===== config.mk =====
export PLATFORM = sky130hd
export DESIGN_NAME = lzwc_ctrl
export DESIGN_NICKNAME = d
export VERILOG_FILES = /design/src/design/lzwc_pkg.sv /design/src/design/lzwc_ctrl.sv
export SDC_FILE = /design/constraint.sdc
export NUM_CORES = 1
export LEC_CHECK = 0
export BUFFER_PORTS_ARGS = -buffer_cell sky130_fd_sc_hd__buf_4
export CORE_MARGIN = 4
export CORE_UTILIZATION = 50
export DETAILED_ROUTE_END_ITERATION = 8
export PLACE_DENSITY = 0.84
export REMOVE_ABC_BUFFERS = 1
export SLEW_MARGIN = 20
export SYNTH_ARGS = -nofsm -noshare
export SYNTH_HDL_FRONTEND = slang
export SYNTH_SLANG_ARGS = --single-unit

===== constraint.sdc =====
create_clock -name clk_i -period 2.9 [get_ports clk_i]
set_input_delay 0.29 -clock clk_i [delete_from_list [all_inputs] [get_ports clk_i]]
set_output_delay 0.29 -clock clk_i [all_outputs]
set_load 0.005 [all_outputs]

===== src/design/lzwc_pkg.sv =====
// Types, constants and the pair hash shared by the LZW compressor files.
`timescale 1ns / 1ps
`default_nettype none
package lzwc_pkg;

  localparam int HashBits = 16;
  localparam int HeadDepth = 1 << HashBits;
  localparam int FirstFree = 257;
  localparam int InitWidth = 9;

  localparam logic [7:0] HdrMagic0 = 8'h1f;
  localparam logic [7:0] HdrMagic1 = 8'h9d;
  localparam logic [7:0] HdrFlags  = 8'h90;

  typedef struct packed {
    logic [7:0] data_byte;
    logic       end_of_input;
  } lzwc_in_t;

  typedef struct packed {
    logic [7:0] out_byte;
    logic       last_of_run;
  } lzwc_out_t;

  typedef enum logic [4:0] {
    ST_CLEAR,
    ST_IDLE,
    ST_HDR0,
    ST_HDR1,
    ST_HDR2,
    ST_DECIDE,
    ST_HEAD_WT,
    ST_PROBE_RD,
    ST_PROBE_CMP,
    ST_EMIT_LOAD,
    ST_EMIT_OUT,
    ST_ADD,
    ST_FLUSH_LOAD,
    ST_FLUSH_OUT,
    ST_PAD,
    ST_FIN
  } lzwc_state_e;

  typedef enum logic [2:0] {
    PUT_NONE,
    PUT_HDR0,
    PUT_HDR1,
    PUT_HDR2,
    PUT_ACC
  } lzwc_put_e;

  typedef struct packed {
    logic      clr_wr;
    logic      ld_in;
    lzwc_put_e put;
    logic      first;
    logic      head_rd;
    logic      probe_head;
    logic      probe_rd;
    logic      probe_next;
    logic      hit;
    logic      emit_load;
    logic      add;
    logic      cur_byte;
    logic      release_word;
    logic      restart;
  } lzwc_cmd_t;

  typedef struct packed {
    logic clr_last;
    logic hdr_sent;
    logic have_cur;
    logic probe_zero;
    logic probe_match;
    logic tot_ge8;
    logic tot_nz;
    logic out_free;
    logic room;
    logic in_last;
  } lzwc_sts_t;

  // Hash of a (prefix, byte) pair into the chain head table.
  function automatic logic [HashBits-1:0] pair_hash(logic [15:0] prefix, logic [7:0] b);
    logic [15:0] m;
    m = (prefix << 5) - prefix;
    return m ^ {b, 8'h00} ^ {8'h00, b} ^ (prefix >> 9);
  endfunction

endpackage
`default_nettype wire


===== src/design/lzwc_ctrl.sv =====
// Controller state machine of the LZW compressor.
`timescale 1ns / 1ps
`default_nettype none
module lzwc_ctrl (
  input  logic              clk_i,
  input  logic              rst_ni,
  input  logic              in_valid_i,
  output logic              in_stall_o,
  input  lzwc_pkg::lzwc_sts_t sts_i,
  output lzwc_pkg::lzwc_cmd_t cmd_o
);
  import lzwc_pkg::*;

  lzwc_state_e state_q, state_d;

  always_ff @(posedge clk_i or negedge rst_ni) begin
    if (!rst_ni) begin
      state_q <= ST_CLEAR;
    end else begin
      state_q <= state_d;
    end
  end

  always_comb begin
    state_d = state_q;
    unique case (state_q)
      ST_CLEAR: begin
        if (sts_i.clr_last) state_d = ST_IDLE;
      end
      ST_IDLE: begin
        if (in_valid_i) state_d = sts_i.hdr_sent ? ST_DECIDE : ST_HDR0;
      end
      ST_HDR0: begin
        if (sts_i.out_free) state_d = ST_HDR1;
      end
      ST_HDR1: begin
        if (sts_i.out_free) state_d = ST_HDR2;
      end
      ST_HDR2: begin
        if (sts_i.out_free) state_d = ST_DECIDE;
      end
      ST_DECIDE: begin
        if (!sts_i.have_cur) state_d = sts_i.in_last ? ST_FLUSH_LOAD : ST_FIN;
        else state_d = ST_HEAD_WT;
      end
      ST_HEAD_WT: state_d = ST_PROBE_RD;
      ST_PROBE_RD: begin
        state_d = sts_i.probe_zero ? ST_EMIT_LOAD : ST_PROBE_CMP;
      end
      ST_PROBE_CMP: begin
        if (sts_i.probe_match) state_d = sts_i.in_last ? ST_FLUSH_LOAD : ST_FIN;
        else state_d = ST_PROBE_RD;
      end
      ST_EMIT_LOAD: state_d = ST_EMIT_OUT;
      ST_EMIT_OUT: begin
        if (!sts_i.tot_ge8) state_d = ST_ADD;
      end
      ST_ADD: state_d = sts_i.in_last ? ST_FLUSH_LOAD : ST_FIN;
      ST_FLUSH_LOAD: state_d = ST_FLUSH_OUT;
      ST_FLUSH_OUT: begin
        if (!sts_i.tot_ge8) state_d = ST_PAD;
      end
      ST_PAD: begin
        if (!sts_i.tot_nz || sts_i.out_free) state_d = ST_FIN;
      end
      ST_FIN: begin
        if (sts_i.out_free) state_d = sts_i.in_last ? ST_CLEAR : ST_IDLE;
      end
      default: state_d = ST_CLEAR;
    endcase
  end

  always_comb begin
    cmd_o      = '0;
    in_stall_o = 1'b1;
    unique case (state_q)
      ST_CLEAR: cmd_o.clr_wr = 1'b1;
      ST_IDLE: begin
        in_stall_o   = 1'b0;
        cmd_o.ld_in  = in_valid_i;
      end
      ST_HDR0: if (sts_i.out_free) cmd_o.put = PUT_HDR0;
      ST_HDR1: if (sts_i.out_free) cmd_o.put = PUT_HDR1;
      ST_HDR2: if (sts_i.out_free) cmd_o.put = PUT_HDR2;
      ST_DECIDE: begin
        cmd_o.first   = !sts_i.have_cur;
        cmd_o.head_rd = sts_i.have_cur;
      end
      ST_HEAD_WT: cmd_o.probe_head = 1'b1;
      ST_PROBE_RD: cmd_o.probe_rd = !sts_i.probe_zero;
      ST_PROBE_CMP: begin
        cmd_o.hit        = sts_i.probe_match;
        cmd_o.probe_next = !sts_i.probe_match;
      end
      ST_EMIT_LOAD, ST_FLUSH_LOAD: cmd_o.emit_load = 1'b1;
      ST_EMIT_OUT, ST_FLUSH_OUT: begin
        if (sts_i.tot_ge8 && sts_i.out_free) cmd_o.put = PUT_ACC;
      end
      ST_ADD: begin
        cmd_o.add      = sts_i.room;
        cmd_o.cur_byte = 1'b1;
      end
      ST_PAD: if (sts_i.tot_nz && sts_i.out_free) cmd_o.put = PUT_ACC;
      ST_FIN: begin
        cmd_o.release_word = sts_i.out_free;
        cmd_o.restart      = sts_i.out_free && sts_i.in_last;
      end
      default: cmd_o = '0;
    endcase
  end

endmodule
`default_nettype wire


==> impl_metrics.json <==
{
  "status": "finished clean",
  "wl_per_cell_um": 13.69,
  "finalWeightedCongestion": 0.7774,
  "max_freq_ghz": 0.4616,
  "fin_crit_sh": 0.7471,
  "place_hpwl_mm": 1.388,
  "final.setup_skew_ps": 1.258,
  "hold_path.class": "input pin to asynchronous set/reset pin",
  "synth_edf_count": 0,
  "slew_headroom": 0.4535,
  "die_h_um": 45.17,
  "die_w_um": 45.17,
  "grt_use_total": 0.2006,
  "end_kind": "output port",
  "crit_path_max_fanout": 25,
  "ios": 30,
  "rr_worst_depth": 4,
  "layout.nets": 137,
  "numPortBuffers": 29,
  "rsz0062_at_grt": "false",
  "r2r_end": "state_q[3]",
  "routed_wl_mm": 1.875,
  "use_met2": 0.3588,
  "diodes": 0,
  "crit_required_ps": 2610,
  "crit_arrival_ps": 1880,
  "cts_tree": "done",
  "netlist_instances": 99,
  "ff2ff_setup_slack_ps": 920,
  "ir_drop_v": 0.0005282,
  "hold-worst-slack_ps": 394.5,
  "clk_latency_ps": 230,
  "grt_pass1_wl_mm": 3.153,
  "syn_area_um2": 690.7,
  "drive_gt1_frac": 0.2951,
  "ant_nets": 0,
  "finalPower_uw": 884.7,
  "die_area_um2": 2040,
  "powerDensity_nw_per_um2": 975.3,
  "synth-async-reset-ratio": 1.000,
  "tns_ps": 0,
  "core_um2": 1301,
  "hold_viol_final": 0,
  "grt_pass1_vias": 777,
  "dr.pass1.iters": 4,
  "path_clk_slew_ps": 40,
  "synth_cell_type_count": 40,
  "synth_seq_cells": 4,
  "grt_busiest_layer": "met2",
  "timing.rr.start": "state_q[2]",
  "fin_ws_ps": 733.4,
  "period_needed_ps": 2167,
  "largest_register_ffs": 4,
  "start_kind": "flip-flop",
  "cap_viol_max_count": 0,
  "cts_buffers": 3,
  "gr-total-overflow": 0,
  "final_cell_area_um2": 907.1,
  "clock_sinks": 4,
  "use_met3": 0.03984,
  "cts_buffer_depth": 2,
  "dp_slack_ps": 953.4,
  "drtIter0Drc": 29,
  "postCtsSetupBuffers": 0,
  "cp-startpoint": "state_q[0]",
  "setup_viol": 0,
  "top_regs": "state_q (4)",
  "fp-row-count": 13,
  "p_leak_nw": 0.4001,
  "route.detailed.drc": 0,
  "ys.flop_type": "dfrtp_1",
  "viasPerCell": 6.080,
  "ys_warn_count": 0,
  "grt_max_degree": 29,
  "initial_utilization": 0.5308,
  "avgSynthCellArea_um2": 6.976,
  "grt_use_met1": 0.2500,
  "largest-register": "state_q",
  "area_growth_pct": 31.34,
  "htreeDepth": 1,
  "final_max_slew_viol_count": 0,
  "synth_seq_area_share": 0.1449,
  "path_class": "flip-flop to output port",
  "placed_cell_area_um2": 874.6,
  "root_buffer": "clkbuf_4",
  "tightest_slew_ps": 819.8,
  "antenna_found_initial": 0,
  "via_count": 833
}
cell type report:
class	instances	area, um^2
Tap cell	15	18.77
Clock buffer	3	22.52
Multi-Input combinational cell	83	530.5
Inverter	2	7.507
Sequential cell	4	100.1
Fill cell	133	394.1
Timing Repair Buffer	30	227.7
kinds of logic (layout without fill, tap and decap cells):
kind of cell	after synthesis	after routing	synth area share
flops	4	4	0.1449
xor+xnor	2	2	0.02537
buf+inv	12	35	0.08696
mux	3	3	0.05797
simple gates	53	53	0.4366
compound gates	25	25	0.2482
routing by layer:
metal / vias up / share of wire
li1: 409 / -
met1: 387 / 0.42
met2: 35 / 0.51
met3: 2 / 0.066
met4: 0 / 0.0043
met5: - / 0
worst max-delay path by stage:
stage | cells past startpoint | end | slack, ps
6_report | 3 | cmd_o[10] | 730
5_1_grt | 4 | cmd_o[13] | 520
4_1_cts | 3 | cmd_o[10] | 730
3_5_place_dp | 4 | state_q[3] | 950
3_3_place_gp | 4 | state_q[3] | 980
2_1_floorplan | 4 | state_q[1] | 1130
worst max-delay path: stages (launching register included):
cell	delay (ps)
dfrtp_1	800
nor2b_1	450
nor3b_1	250
buf_4	150
what timing repair did:
| item | in CTS | in global routing |
|---|---|---|
| hold buffers | 1 | 0 |
| gates resized for setup | 0 | 0 |
| hold endpoints to repair | 4 | 0 |
stage by stage:
stage | utilization | cells
2_1_floorplan | - | 89
4_1_cts | 0.6971 | 137
3_3_place_gp | 0.6721 | 133
5_1_grt | 0.6971 | 137
6_report | 0.6971 | 137
3_5_place_dp | 0.6721 | 133
Yosys cell counts (all sizes together), types with 2 or more instances:
cell type / number / share of area
a21oi: 7 / 0.051
a31oi: 2 / 0.018
and3: 3 / 0.034
buf: 8 / 0.065
clkbuf: 2 / 0.011
dfrtp: 4 / 0.14
inv: 2 / 0.011
mux2: 2 / 0.043
nand2: 6 / 0.033
nand2b: 9 / 0.082
nor2: 13 / 0.071
nor2b: 2 / 0.018
nor3: 5 / 0.036
nor3b: 4 / 0.043
nor4: 2 / 0.018
nor4b: 2 / 0.025
o211ai: 2 / 0.022
o21ai: 5 / 0.036
o311ai: 2 / 0.025
xnor2: 2 / 0.025
layout by cell type, fill, tap and decap left out:
| cell type | n |
|---|---|
| a31oi_1 | 2 |
| a21o_1 | 1 |
| and4b_1 | 1 |
| mux2i_1 | 1 |
| o311ai_1 | 1 |
| and3_1 | 2 |
| inv_1 | 2 |
| a21boi_1 | 1 |
| clkbuf_4 | 3 |
| o2111a_1 | 1 |
| and3b_1 | 1 |
| a41oi_1 | 1 |
| nand3b_1 | 1 |
| dfrtp_1 | 4 |
| xnor2_1 | 2 |
| or3b_1 | 1 |
| a21oi_1 | 7 |
| or3_1 | 1 |
| o31ai_2 | 1 |
| nand2b_1 | 9 |
| nor3_1 | 5 |
| o21ai_0 | 4 |
| nor2_1 | 13 |
| nor4_1 | 2 |
| a221o_1 | 1 |
| o211ai_1 | 2 |
| nor4b_1 | 2 |
| mux2_4 | 2 |
| o32ai_1 | 1 |
| and3_4 | 1 |
| nand2_1 | 6 |
| o21ai_1 | 1 |
| nand3_1 | 1 |
| nor3b_1 | 4 |
| dlygate4sd3_1 | 1 |
| nor2b_1 | 2 |
| buf_4 | 29 |
| and2_1 | 1 |
| o311ai_0 | 1 |
power breakdown:
group | internal, mW | switching [mW]
Sequential | 0.0847 | 0.182
Clock | 0.0461 | 0.0200
Combinational | 0.318 | 0.233
Total | 0.449 | 0.436
Note: power is estimated with default switching activity, not from simulation.
